===== src/rtl/core/lcc_pkg.sv =====
// ----------------------------------------------------------------------------
// lcc_pkg
// Shared types and constants for the alias login and verify responder:
// field widths, command codes, frame type and MTI values.
// ----------------------------------------------------------------------------
package lcc_pkg;

    // field widths
    localparam int IdW     = 29;
    localparam int AliasW  = 12;
    localparam int NodeW   = 48;
    localparam int TailW   = 8;
    localparam int ByteW   = 8;
    localparam int LenW    = 4;
    localparam int PayW    = 64;
    localparam int MtiW    = 12;
    localparam int StepW   = 4;
    localparam int CfgIdxW = 2;

    // default depth of the command queue between front and back end
    localparam int QUEUE_DEPTH = 2;

    // configuration register indexes
    localparam logic [CfgIdxW-1:0] REG_ALIAS    = 2'd0;
    localparam logic [CfgIdxW-1:0] REG_IDENTITY = 2'd1;
    localparam logic [CfgIdxW-1:0] REG_PTAIL    = 2'd2;
    localparam logic [CfgIdxW-1:0] REG_CTAIL    = 2'd3;

    // register reset values
    localparam logic [AliasW-1:0] ALIAS_RESET = 12'd1;

    // top five bits of the identifier
    localparam logic [4:0] FT_CHECK7 = 5'h17;
    localparam logic [4:0] FT_CHECK6 = 5'h16;
    localparam logic [4:0] FT_CHECK5 = 5'h15;
    localparam logic [4:0] FT_CHECK4 = 5'h14;
    localparam logic [4:0] FT_CTRL   = 5'h10;
    localparam logic [4:0] FT_MSG    = 5'h19;

    // control frame codes and message type indicators
    localparam logic [MtiW-1:0] CTRL_RID         = 12'h700;
    localparam logic [MtiW-1:0] CTRL_AMD         = 12'h701;
    localparam logic [MtiW-1:0] MTI_INIT_DONE    = 12'h100;
    localparam logic [MtiW-1:0] MTI_PRODUCER_ID  = 12'h547;
    localparam logic [MtiW-1:0] MTI_CONSUMER_ID  = 12'h4C7;
    localparam logic [MtiW-1:0] MTI_VERIFY_ADDR  = 12'h488;
    localparam logic [MtiW-1:0] MTI_VERIFY_GLOBAL = 12'h490;
    localparam logic [MtiW-1:0] MTI_VERIFIED     = 12'h170;

    // data lengths
    localparam logic [LenW-1:0] LEN_NODE  = 4'd6;
    localparam logic [LenW-1:0] LEN_EVENT = 4'd8;
    localparam logic [LenW-1:0] LEN_ADDR_MIN = 4'd2;

    // last step of the login sequence
    localparam logic [StepW-1:0] LAST_STEP = 4'd8;

    // command handed from front end to back end
    typedef enum logic [1:0] {
        CMD_LOGIN,
        CMD_REFUSE,
        CMD_VERIFY
    } cmd_t;

    // configuration as seen by both ends
    typedef struct packed {
        logic [AliasW-1:0] node_alias;
        logic [NodeW-1:0]  node_identity;
        logic [TailW-1:0]  producer_tail;
        logic [TailW-1:0]  consumer_tail;
    } cfg_t;

    // queue status towards its users
    typedef struct packed {
        logic full;
        logic empty;
    } q_stat_t;

endpackage


===== src/rtl/core/lcc_if.sv =====
// ----------------------------------------------------------------------------
// lcc_if
// Valid/ready channels of the responder: request, response and
// configuration write.
// ----------------------------------------------------------------------------
interface lcc_req_if;
    logic                          valid;
    logic                          ready;
    logic                          operation;
    logic [lcc_pkg::IdW-1:0]       rx_identifier;
    logic [lcc_pkg::ByteW-1:0]     rx_byte0;
    logic [lcc_pkg::ByteW-1:0]     rx_byte1;
    logic [lcc_pkg::LenW-1:0]      rx_length;

    modport source (output valid, operation, rx_identifier, rx_byte0, rx_byte1,
                    rx_length, input ready);
    modport sink   (input valid, operation, rx_identifier, rx_byte0, rx_byte1,
                    rx_length, output ready);
endinterface

interface lcc_rsp_if;
    logic                          valid;
    logic                          ready;
    logic [lcc_pkg::IdW-1:0]       frame_id;
    logic [lcc_pkg::LenW-1:0]      data_length;
    logic [lcc_pkg::PayW-1:0]      payload;
    logic                          last;
    logic                          error;

    modport source (output valid, frame_id, data_length, payload, last, error,
                    input ready);
    modport sink   (input valid, frame_id, data_length, payload, last, error,
                    output ready);
endinterface

interface lcc_cfg_if;
    logic                          valid;
    logic                          ready;
    logic [lcc_pkg::CfgIdxW-1:0]   index;
    logic [lcc_pkg::NodeW-1:0]     data;

    modport source (output valid, index, data, input ready);
    modport sink   (input valid, index, data, output ready);
endinterface


===== src/rtl/core/lcc_can_login_and_verify_responder.sv =====
// ----------------------------------------------------------------------------
// lcc_can_login_and_verify_responder
// OpenLCB CAN alias login sequencer and verify-node-ID responder.
// ----------------------------------------------------------------------------
// A request transfer is either a login (nine frames: four check-ID, reserve
// ID, alias map definition, initialization complete, producer identified,
// consumer identified) or a received frame, answered by one verified-node-ID
// frame for a global verify or an addressed verify naming this alias. A
// login with alias zero gives one frame flagged as error, and received
// frames needing no answer are taken and dropped. The back-end sequencer
// sends one frame per cycle while the response channel is ready, so a login
// holds it for nine frames and a verify or refused login for one; the
// request queue of QueueDepth commands takes new requests every cycle while
// it has room, and frames leave through a registered response stage.
// Configuration writes are always taken and must only be made while idle.
// ----------------------------------------------------------------------------
module lcc_can_login_and_verify_responder #(
    parameter int QueueDepth = lcc_pkg::QUEUE_DEPTH
) (
    input  logic      clk,
    input  logic      rst_n,
    lcc_req_if.sink   req,
    lcc_rsp_if.source rsp,
    lcc_cfg_if.sink   cfg
);
    import lcc_pkg::*;

    cfg_t    cfg_reg;
    q_stat_t qstat;
    logic    push;
    cmd_t    push_cmd;
    logic    pop;
    cmd_t    head_cmd;

    // configuration registers
    assign cfg.ready = 1'b1;

    always_ff @(posedge clk or negedge rst_n)
    begin
        if (!rst_n)
        begin
            cfg_reg.node_alias    <= ALIAS_RESET;
            cfg_reg.node_identity <= '0;
            cfg_reg.producer_tail <= '0;
            cfg_reg.consumer_tail <= '0;
        end
        else if (cfg.valid && cfg.ready)
        begin
            unique case (cfg.index)
                REG_ALIAS:    cfg_reg.node_alias    <= cfg.data[AliasW-1:0];
                REG_IDENTITY: cfg_reg.node_identity <= cfg.data;
                REG_PTAIL:    cfg_reg.producer_tail <= cfg.data[TailW-1:0];
                REG_CTAIL:    cfg_reg.consumer_tail <= cfg.data[TailW-1:0];
                default:      cfg_reg <= cfg_reg;
            endcase
        end
    end

    // front end: accept and classify
    lcc_front u_front (
        .req      (req),
        .cfg      (cfg_reg),
        .qstat    (qstat),
        .push     (push),
        .push_cmd (push_cmd)
    );

    // command queue
    lcc_cmd_queue #(
        .Depth (QueueDepth)
    ) u_queue (
        .clk      (clk),
        .rst_n    (rst_n),
        .push     (push),
        .push_cmd (push_cmd),
        .pop      (pop),
        .head_cmd (head_cmd),
        .qstat    (qstat)
    );

    // back end: frame sequencer
    lcc_back u_back (
        .clk      (clk),
        .rst_n    (rst_n),
        .cfg      (cfg_reg),
        .qstat    (qstat),
        .head_cmd (head_cmd),
        .pop      (pop),
        .rsp      (rsp)
    );

endmodule


===== src/rtl/core/lcc_front.sv =====
// ----------------------------------------------------------------------------
// lcc_front
// Accepts request transfers and classifies them into login, refused login
// or verify commands; frames that need no answer are taken and dropped.
// ----------------------------------------------------------------------------
module lcc_front (
    lcc_req_if.sink          req,
    input  lcc_pkg::cfg_t    cfg,
    input  lcc_pkg::q_stat_t qstat,
    output logic             push,
    output lcc_pkg::cmd_t    push_cmd
);
    import lcc_pkg::*;

    logic [MtiW-1:0] mti;
    logic            is_msg;
    logic            addr_hit;
    logic            answer;

    // take a transfer whenever the queue has room
    assign req.ready = !qstat.full;

    // decode of a received frame
    assign mti      = req.rx_identifier[2*AliasW-1:AliasW];
    assign is_msg   = (req.rx_identifier[IdW-1:IdW-5] == FT_MSG);
    assign addr_hit = (req.rx_length >= LEN_ADDR_MIN) &&
                      ({req.rx_byte0, req.rx_byte1} ==
                       {{(2*ByteW-AliasW){1'b0}}, cfg.node_alias});
    assign answer   = is_msg && ((mti == MTI_VERIFY_GLOBAL) ||
                                 ((mti == MTI_VERIFY_ADDR) && addr_hit));

    // command selection
    always_comb
    begin
        push_cmd = CMD_VERIFY;
        push     = 1'b0;
        if (!req.operation)
        begin
            push_cmd = (cfg.node_alias == '0) ? CMD_REFUSE : CMD_LOGIN;
            push     = req.valid && req.ready;
        end
        else
        begin
            push = req.valid && req.ready && answer;
        end
    end

endmodule


===== src/rtl/core/lcc_cmd_queue.sv =====
// ----------------------------------------------------------------------------
// lcc_cmd_queue
// Short command queue that decouples the front end from the frame
// sequencer in the back end.
// ----------------------------------------------------------------------------
module lcc_cmd_queue #(
    parameter int Depth = lcc_pkg::QUEUE_DEPTH
) (
    input  logic              clk,
    input  logic              rst_n,
    input  logic              push,
    input  lcc_pkg::cmd_t     push_cmd,
    input  logic              pop,
    output lcc_pkg::cmd_t     head_cmd,
    output lcc_pkg::q_stat_t  qstat
);
    import lcc_pkg::*;

    localparam int PtrW = (Depth > 1) ? $clog2(Depth) : 1;
    localparam int CntW = $clog2(Depth + 1);
    localparam logic [PtrW-1:0] PtrLast = PtrW'(Depth - 1);
    localparam logic [CntW-1:0] CntFull = CntW'(Depth);

    cmd_t            mem [Depth];
    logic [PtrW-1:0] wr_ptr_reg, wr_ptr_next;
    logic [PtrW-1:0] rd_ptr_reg, rd_ptr_next;
    logic [CntW-1:0] count_reg, count_next;

    assign qstat.full  = (count_reg == CntFull);
    assign qstat.empty = (count_reg == '0);
    assign head_cmd    = mem[rd_ptr_reg];

    // pointer and fill count update
    always_comb
    begin
        wr_ptr_next = wr_ptr_reg;
        rd_ptr_next = rd_ptr_reg;
        count_next  = count_reg;
        if (push)
        begin
            wr_ptr_next = (wr_ptr_reg == PtrLast) ? '0 : wr_ptr_reg + 1'b1;
        end
        if (pop)
        begin
            rd_ptr_next = (rd_ptr_reg == PtrLast) ? '0 : rd_ptr_reg + 1'b1;
        end
        if (push && !pop)
        begin
            count_next = count_reg + 1'b1;
        end
        else if (pop && !push)
        begin
            count_next = count_reg - 1'b1;
        end
    end

    always_ff @(posedge clk or negedge rst_n)
    begin
        if (!rst_n)
        begin
            wr_ptr_reg <= '0;
            rd_ptr_reg <= '0;
            count_reg  <= '0;
        end
        else
        begin
            wr_ptr_reg <= wr_ptr_next;
            rd_ptr_reg <= rd_ptr_next;
            count_reg  <= count_next;
        end
    end

    // command storage
    always_ff @(posedge clk)
    begin
        if (push)
        begin
            mem[wr_ptr_reg] <= push_cmd;
        end
    end

    a_count_range: assert property (@(posedge clk) disable iff (!rst_n)
        count_reg <= CntFull)
        else $error("queue count beyond depth");

    a_no_push_full: assert property (@(posedge clk) disable iff (!rst_n)
        push |-> !qstat.full)
        else $error("push into full queue");

    a_no_pop_empty: assert property (@(posedge clk) disable iff (!rst_n)
        pop |-> !qstat.empty)
        else $error("pop from empty queue");

endmodule


===== src/rtl/core/lcc_back.sv =====
// ----------------------------------------------------------------------------
// lcc_back
// Frame sequencer: steps through the frames of the command at the queue
// head into a registered response stage, one per cycle unless stalled.
// ----------------------------------------------------------------------------
module lcc_back (
    input  logic             clk,
    input  logic             rst_n,
    input  lcc_pkg::cfg_t    cfg,
    input  lcc_pkg::q_stat_t qstat,
    input  lcc_pkg::cmd_t    head_cmd,
    output logic             pop,
    lcc_rsp_if.source        rsp
);
    import lcc_pkg::*;

    logic [StepW-1:0]  step_reg, step_next;
    logic              out_valid_reg, out_valid_next;
    logic [IdW-1:0]    frame_id_reg;
    logic [LenW-1:0]   data_length_reg;
    logic [PayW-1:0]   payload_reg;
    logic              last_reg;
    logic              error_reg;

    logic              can_load;
    logic              issue;
    logic [IdW-1:0]    fr_id;
    logic [LenW-1:0]   fr_len;
    logic [PayW-1:0]   fr_pay;
    logic              fr_last;
    logic              fr_err;
    logic [PayW-1:0]   node_pay;
    logic [AliasW-1:0] a;
    logic [NodeW-1:0]  n;

    assign a        = cfg.node_alias;
    assign n        = cfg.node_identity;
    assign node_pay = {n, {(PayW-NodeW){1'b0}}};

    // frame for the current command and step
    always_comb
    begin
        fr_id   = '0;
        fr_len  = '0;
        fr_pay  = '0;
        fr_last = 1'b0;
        fr_err  = 1'b0;
        unique case (head_cmd)
            CMD_REFUSE:
            begin
                fr_last = 1'b1;
                fr_err  = 1'b1;
            end
            CMD_VERIFY:
            begin
                fr_id   = {FT_MSG, MTI_VERIFIED, a};
                fr_len  = LEN_NODE;
                fr_pay  = node_pay;
                fr_last = 1'b1;
            end
            CMD_LOGIN:
            begin
                unique case (step_reg)
                    4'd0: fr_id = {FT_CHECK7, n[47:36], a};
                    4'd1: fr_id = {FT_CHECK6, n[35:24], a};
                    4'd2: fr_id = {FT_CHECK5, n[23:12], a};
                    4'd3: fr_id = {FT_CHECK4, n[11:0], a};
                    4'd4: fr_id = {FT_CTRL, CTRL_RID, a};
                    4'd5:
                    begin
                        fr_id  = {FT_CTRL, CTRL_AMD, a};
                        fr_len = LEN_NODE;
                        fr_pay = node_pay;
                    end
                    4'd6:
                    begin
                        fr_id  = {FT_MSG, MTI_INIT_DONE, a};
                        fr_len = LEN_NODE;
                        fr_pay = node_pay;
                    end
                    4'd7:
                    begin
                        fr_id  = {FT_MSG, MTI_PRODUCER_ID, a};
                        fr_len = LEN_EVENT;
                        fr_pay = {n, {ByteW{1'b0}}, cfg.producer_tail};
                    end
                    4'd8:
                    begin
                        fr_id   = {FT_MSG, MTI_CONSUMER_ID, a};
                        fr_len  = LEN_EVENT;
                        fr_pay  = {n, {ByteW{1'b0}}, cfg.consumer_tail};
                        fr_last = 1'b1;
                    end
                    default: fr_last = 1'b1;
                endcase
            end
            default: fr_last = 1'b1;
        endcase
    end

    // issue when the response stage is free or being drained
    assign can_load  = !out_valid_reg || rsp.ready;
    assign issue     = !qstat.empty && can_load;
    assign pop       = issue && fr_last;

    always_comb
    begin
        step_next      = step_reg;
        out_valid_next = out_valid_reg;
        if (issue)
        begin
            out_valid_next = 1'b1;
            step_next      = fr_last ? '0 : step_reg + 1'b1;
        end
        else if (rsp.ready)
        begin
            out_valid_next = 1'b0;
        end
    end

    always_ff @(posedge clk or negedge rst_n)
    begin
        if (!rst_n)
        begin
            step_reg      <= '0;
            out_valid_reg <= 1'b0;
        end
        else
        begin
            step_reg      <= step_next;
            out_valid_reg <= out_valid_next;
        end
    end

    // response payload register
    always_ff @(posedge clk)
    begin
        if (issue)
        begin
            frame_id_reg    <= fr_id;
            data_length_reg <= fr_len;
            payload_reg     <= fr_pay;
            last_reg        <= fr_last;
            error_reg       <= fr_err;
        end
    end

    assign rsp.valid       = out_valid_reg;
    assign rsp.frame_id    = frame_id_reg;
    assign rsp.data_length = data_length_reg;
    assign rsp.payload     = payload_reg;
    assign rsp.last        = last_reg;
    assign rsp.error       = error_reg;

    a_step_range: assert property (@(posedge clk) disable iff (!rst_n)
        step_reg <= LAST_STEP)
        else $error("login step out of range");

    a_step_login: assert property (@(posedge clk) disable iff (!rst_n)
        (step_reg != '0) |-> (!qstat.empty && head_cmd == CMD_LOGIN))
        else $error("login step without login at queue head");

    a_step_wrap: assert property (@(posedge clk) disable iff (!rst_n)
        (issue && fr_last) |=> (step_reg == '0))
        else $error("step not cleared after last frame");

endmodule

===== src/flat_wrapper.sv =====
// flat-port wrapper written by rule: the top's interface ports become plain ports
module lcc_can_login_and_verify_responder_flat import lcc_pkg::*;
#(
    parameter int QueueDepth = lcc_pkg::QUEUE_DEPTH
)
  (clk, rst_n, req_valid, req_operation, req_rx_identifier, req_rx_byte0, req_rx_byte1, req_rx_length, req_ready, rsp_valid, rsp_frame_id, rsp_data_length, rsp_payload, rsp_last, rsp_error, rsp_ready, cfg_valid, cfg_index, cfg_data, cfg_ready);
  lcc_req_if req_i ();
  lcc_rsp_if rsp_i ();
  lcc_cfg_if cfg_i ();
  input  logic clk;
  input  logic rst_n;
  input wire logic [$bits(req_i.valid)-1:0] req_valid;
  input wire logic [$bits(req_i.operation)-1:0] req_operation;
  input wire logic [$bits(req_i.rx_identifier)-1:0] req_rx_identifier;
  input wire logic [$bits(req_i.rx_byte0)-1:0] req_rx_byte0;
  input wire logic [$bits(req_i.rx_byte1)-1:0] req_rx_byte1;
  input wire logic [$bits(req_i.rx_length)-1:0] req_rx_length;
  output wire logic [$bits(req_i.ready)-1:0] req_ready;
  output wire logic [$bits(rsp_i.valid)-1:0] rsp_valid;
  output wire logic [$bits(rsp_i.frame_id)-1:0] rsp_frame_id;
  output wire logic [$bits(rsp_i.data_length)-1:0] rsp_data_length;
  output wire logic [$bits(rsp_i.payload)-1:0] rsp_payload;
  output wire logic [$bits(rsp_i.last)-1:0] rsp_last;
  output wire logic [$bits(rsp_i.error)-1:0] rsp_error;
  input wire logic [$bits(rsp_i.ready)-1:0] rsp_ready;
  input wire logic [$bits(cfg_i.valid)-1:0] cfg_valid;
  input wire logic [$bits(cfg_i.index)-1:0] cfg_index;
  input wire logic [$bits(cfg_i.data)-1:0] cfg_data;
  output wire logic [$bits(cfg_i.ready)-1:0] cfg_ready;
  assign req_i.valid = req_valid;
  assign req_i.operation = req_operation;
  assign req_i.rx_identifier = req_rx_identifier;
  assign req_i.rx_byte0 = req_rx_byte0;
  assign req_i.rx_byte1 = req_rx_byte1;
  assign req_i.rx_length = req_rx_length;
  assign req_ready = req_i.ready;
  assign rsp_valid = rsp_i.valid;
  assign rsp_frame_id = rsp_i.frame_id;
  assign rsp_data_length = rsp_i.data_length;
  assign rsp_payload = rsp_i.payload;
  assign rsp_last = rsp_i.last;
  assign rsp_error = rsp_i.error;
  assign rsp_i.ready = rsp_ready;
  assign cfg_i.valid = cfg_valid;
  assign cfg_i.index = cfg_index;
  assign cfg_i.data = cfg_data;
  assign cfg_ready = cfg_i.ready;
  lcc_can_login_and_verify_responder #(.QueueDepth(QueueDepth)) u_core (.clk(clk), .rst_n(rst_n), .req(req_i), .rsp(rsp_i), .cfg(cfg_i));
endmodule

===== config.mk =====
export PLATFORM = sky130hd
export DESIGN_NAME = lcc_can_login_and_verify_responder_flat
export DESIGN_NICKNAME = d
export VERILOG_FILES = /design/src/rtl/core/lcc_pkg.sv /design/src/rtl/core/lcc_if.sv /design/src/rtl/core/lcc_can_login_and_verify_responder.sv /design/src/rtl/core/lcc_front.sv /design/src/rtl/core/lcc_cmd_queue.sv /design/src/rtl/core/lcc_back.sv /design/src/flat_wrapper.sv
export SDC_FILE = /design/constraint.sdc
export NUM_CORES = 1
export LEC_CHECK = 0
export BUFFER_PORTS_ARGS = -buffer_cell sky130_fd_sc_hd__buf_4
export CORE_UTILIZATION = 47
export CTS_CLUSTER_SIZE = 14
export DETAILED_ROUTE_END_ITERATION = 12
export PLACE_DENSITY = 0.81
export SLEW_MARGIN = 20
export SYNTH_ARGS = -nofsm -noshare
export SYNTH_HDL_FRONTEND = slang
export SYNTH_SLANG_ARGS = --single-unit

===== constraint.sdc =====
create_clock -name clk -period 3.25 [get_ports clk]
set_clock_uncertainty 0.15 [all_clocks]
set_input_delay 0 -clock clk [delete_from_list [all_inputs] [get_ports clk]]
set_output_delay 0 -clock clk [all_outputs]
set_load 0.01 [all_outputs]

==> impl_results.md <==
- Minimum clock period: 2998 ps
- Post-Syn Instances: between 500 and 600
- HPWL Detailed: 12.29 mm
- Critical path required time: roughly 3400 ps
- Final ANT Viol Nets: 0
- CP max stage cell: a21boi_2
- Met2 routed WL: 9.171 mm
- CTS H-tree depth: 4
- ANT cells: 0
- Via count: between 5,000 and 6,000
- Total Power: 7.979 mW
- Top FF cell, synth: edfxtp_1
- Pin count of the biggest net entering global routing: 95
- Final #Nets: 880
- Status: complete, no violations
- CTS tree: built
- Final period util: 0.9226
- Most used cell, CP: and2_1
- Final Hold Viols: 0
- Synth Register Bits: 178
- WL met1: 7.777 mm
- Number of cell rows: 45
- Mapped Area: 7536 um2
- Chip Height: 128.6 um
- Clk_lat worst skew: approximately 420 ps
- Routed WL: 18.77 mm
- DR WL/cell: 18.88 um
- Cell Chain, Critical Path: nor2b_1, and2_1, nor2_4, a21boi_2, buf_4, and2_1
- Via density per instance: 5.336
- Starting Density: 0.4885
- Residual DRC: 0
- Root Buffer: clkbuf_16
- Max Cap Viol: 0
- Worst hold slack: 27.58 ps
- Asr flop ratio synth: 0.4775
- Pleak: 4.262 nW
- Seq/Total Area, Yosys: 0.6530
- Maximum vdd drop: 0.0003852 V
- Gpl congestion: 0.8980
- CP Max Fanout: 26
- Crit path launch type: flip-flop
- EDFF count, synth: 93
- Area Growth Syn to Fin: 35.36%
- Post-CTS Setup Bufs: 0
- Global-route wire length before repair: 28.64 mm
- Post-cts resize count: 0
- Final setup violation count: 0
- Largest stage delay, worst path: ~700 ps
- Most frequent cells in the layout: 189 x buf_4, 93 x edfxtp_1, 84 x dfrtp_1
- Synthesized area per cell: ~14 um2
- Core Util, Final: 0.6612
- Top layer in use: met4
- Cell Pwr Density: 782.2 nW/um2
- Commonest non-fill, non-tap cell in the layout: buf_4
- Initial drt markers: around 420
- Initial antenna violation count: 0
- Die Width: 128.6 um
- Clock Tree Buf Depth: 2
- Vias in the first global route: 5,297
- Core area: 15,430 um2
- Max reg flops: 76
- IO Port Bufs: 183
- Worst-Margin Slew: 885.9 ps
- Post-synth cell types: 50
- CTS sink cnt: 178
- DIE AREA: 16,540 um2
- 1st-pass router iterations: 5
- RSZ-0062 raised after global routing: false
- Max-slew violation count: 0
- Layout cell share with drive strength beyond 1: 0.3883
- Hold WC Path Type: in2reg
- Kind of critical path: reg2reg
- Final setup TNS: 0 ps
- CP Capture Type: flip-flop
- GRT Total Usage: 0.2333
- Clock slew at reported path FFs: 70 ps
- Relative slew slack: 0.4094
- Max Fclk: 333.5 MHz
- CP Data Arrival Time: 3130 ps
- Gr ovfl total: 0
- Met3 WL: ~1.4 mm
- Number of buffers created by CTS: 17
- Yosys Warn Count: 0
- I/O pins: 207
- CTS Hold Bufs: 55
[through the flow]
stage / instance area [um2] / cells / setup WS (ps)
floorplan: 7566 / 538 / 55.26
global placement: 9059 / 907 / 481.9
detailed placement: 9059 / 907 / 333.4
CTS: 10190 / 994 / 282.6
global route: 10200 / 994 / 82.41
finish: 10200 / 994 / 251.7
[worst max-delay path, delay by kind of cell, from the launching register on]
family	cells	cell delay [ps]
AO/OA/AOI/OAI	1	690
buffers and inverters	1	380
AND/OR/NAND/NOR	4	1030
flip-flops	1	590
[cells by family after synthesis]
group,after synthesis,share of synthesized area
DFF,178,0.6530
and+or+nand+nor,146,0.1106
muxes,78,0.1164
AOI/OAI and AO/OA,65,0.06160
buffers and inverters,40,0.03055
xor gates and xnor gates,16,0.01859
adders and majority gates,5,0.008302
other,2,0.0009966
[Yosys cell counts, types with 3 or more instances]
cell       n  area share
nor2_1    24       0.012
clkbuf_1   9      0.0045
inv_1      6      0.0030
buf_4     13       0.013
a31oi_1    7      0.0058
nand2b_1   5      0.0042
dfrtp_1   84        0.28
nor4b_1    3      0.0035
nand3b_1   4      0.0040
and2_1    64       0.053
o21ai_0    6      0.0040
nand2_1   17      0.0085
xor2_1     6      0.0070
buf_2      7      0.0046
nor3_1     7      0.0046
buf_6      3      0.0045
ha_1       5      0.0083
nand3_1    4      0.0027
nand4_1    4      0.0033
edfxtp_1  93        0.37
nor2b_1    3      0.0025
xnor2_1   10       0.012
a22oi_1   24       0.024
a21oi_1   13      0.0086
mux2_2    77        0.12
[metal layers]
metal	vias to the layer above	GRT usage
li1	2373	-
met1	2606	0.2998
met5	-	0
met2	281	0.3863
met3	44	0.04948
met4	0	0.09689
[where the power goes]
group | switching [mW] | total [mW] | internal (mW)
combinational | 1.22 | 2.33 | 1.10
clock | 0.826 | 2.04 | 1.22
sequential | 0.365 | 3.61 | 3.25
total | 2.42 | 7.98 | 5.56
[cell type report]
class | instances | area (um2)
fillers | 1106 | 5226
flip-flops and latches | 178 | 4921
multi-input cells | 320 | 2415
repair buffers | 245 | 1981
clock buffers | 20 | 446.7
well taps | 211 | 264.0
clock inverters | 12 | 138.9
inverters | 8 | 35.03
[worst paths after layout]
| kind | from | endpoint | slack [ps] | depth (start not counted) |
|---|---|---|---|---|
| max in group asynchronous | rst_n | u_core.cfg_reg[50] | 2330 | 2 |
| setup reg to reg | u_core.u_back.step_reg[2] | u_core.u_back.rsp.payload[47] | 250 | 6 |
| min in group asynchronous | rst_n | u_core.cfg_reg[28] | 50 | 2 |
| setup / recovery | u_core.u_back.step_reg[2] | u_core.u_back.rsp.payload[47] | 250 | 6 |
| hold reg to reg | u_core.cfg_reg[2] | u_core.cfg_reg[2] | 360 | 1 |
| hold / removal | cfg_index[1] | u_core.cfg_reg[75] | 30 | 4 |
Power figures use the tool's default switching activity.
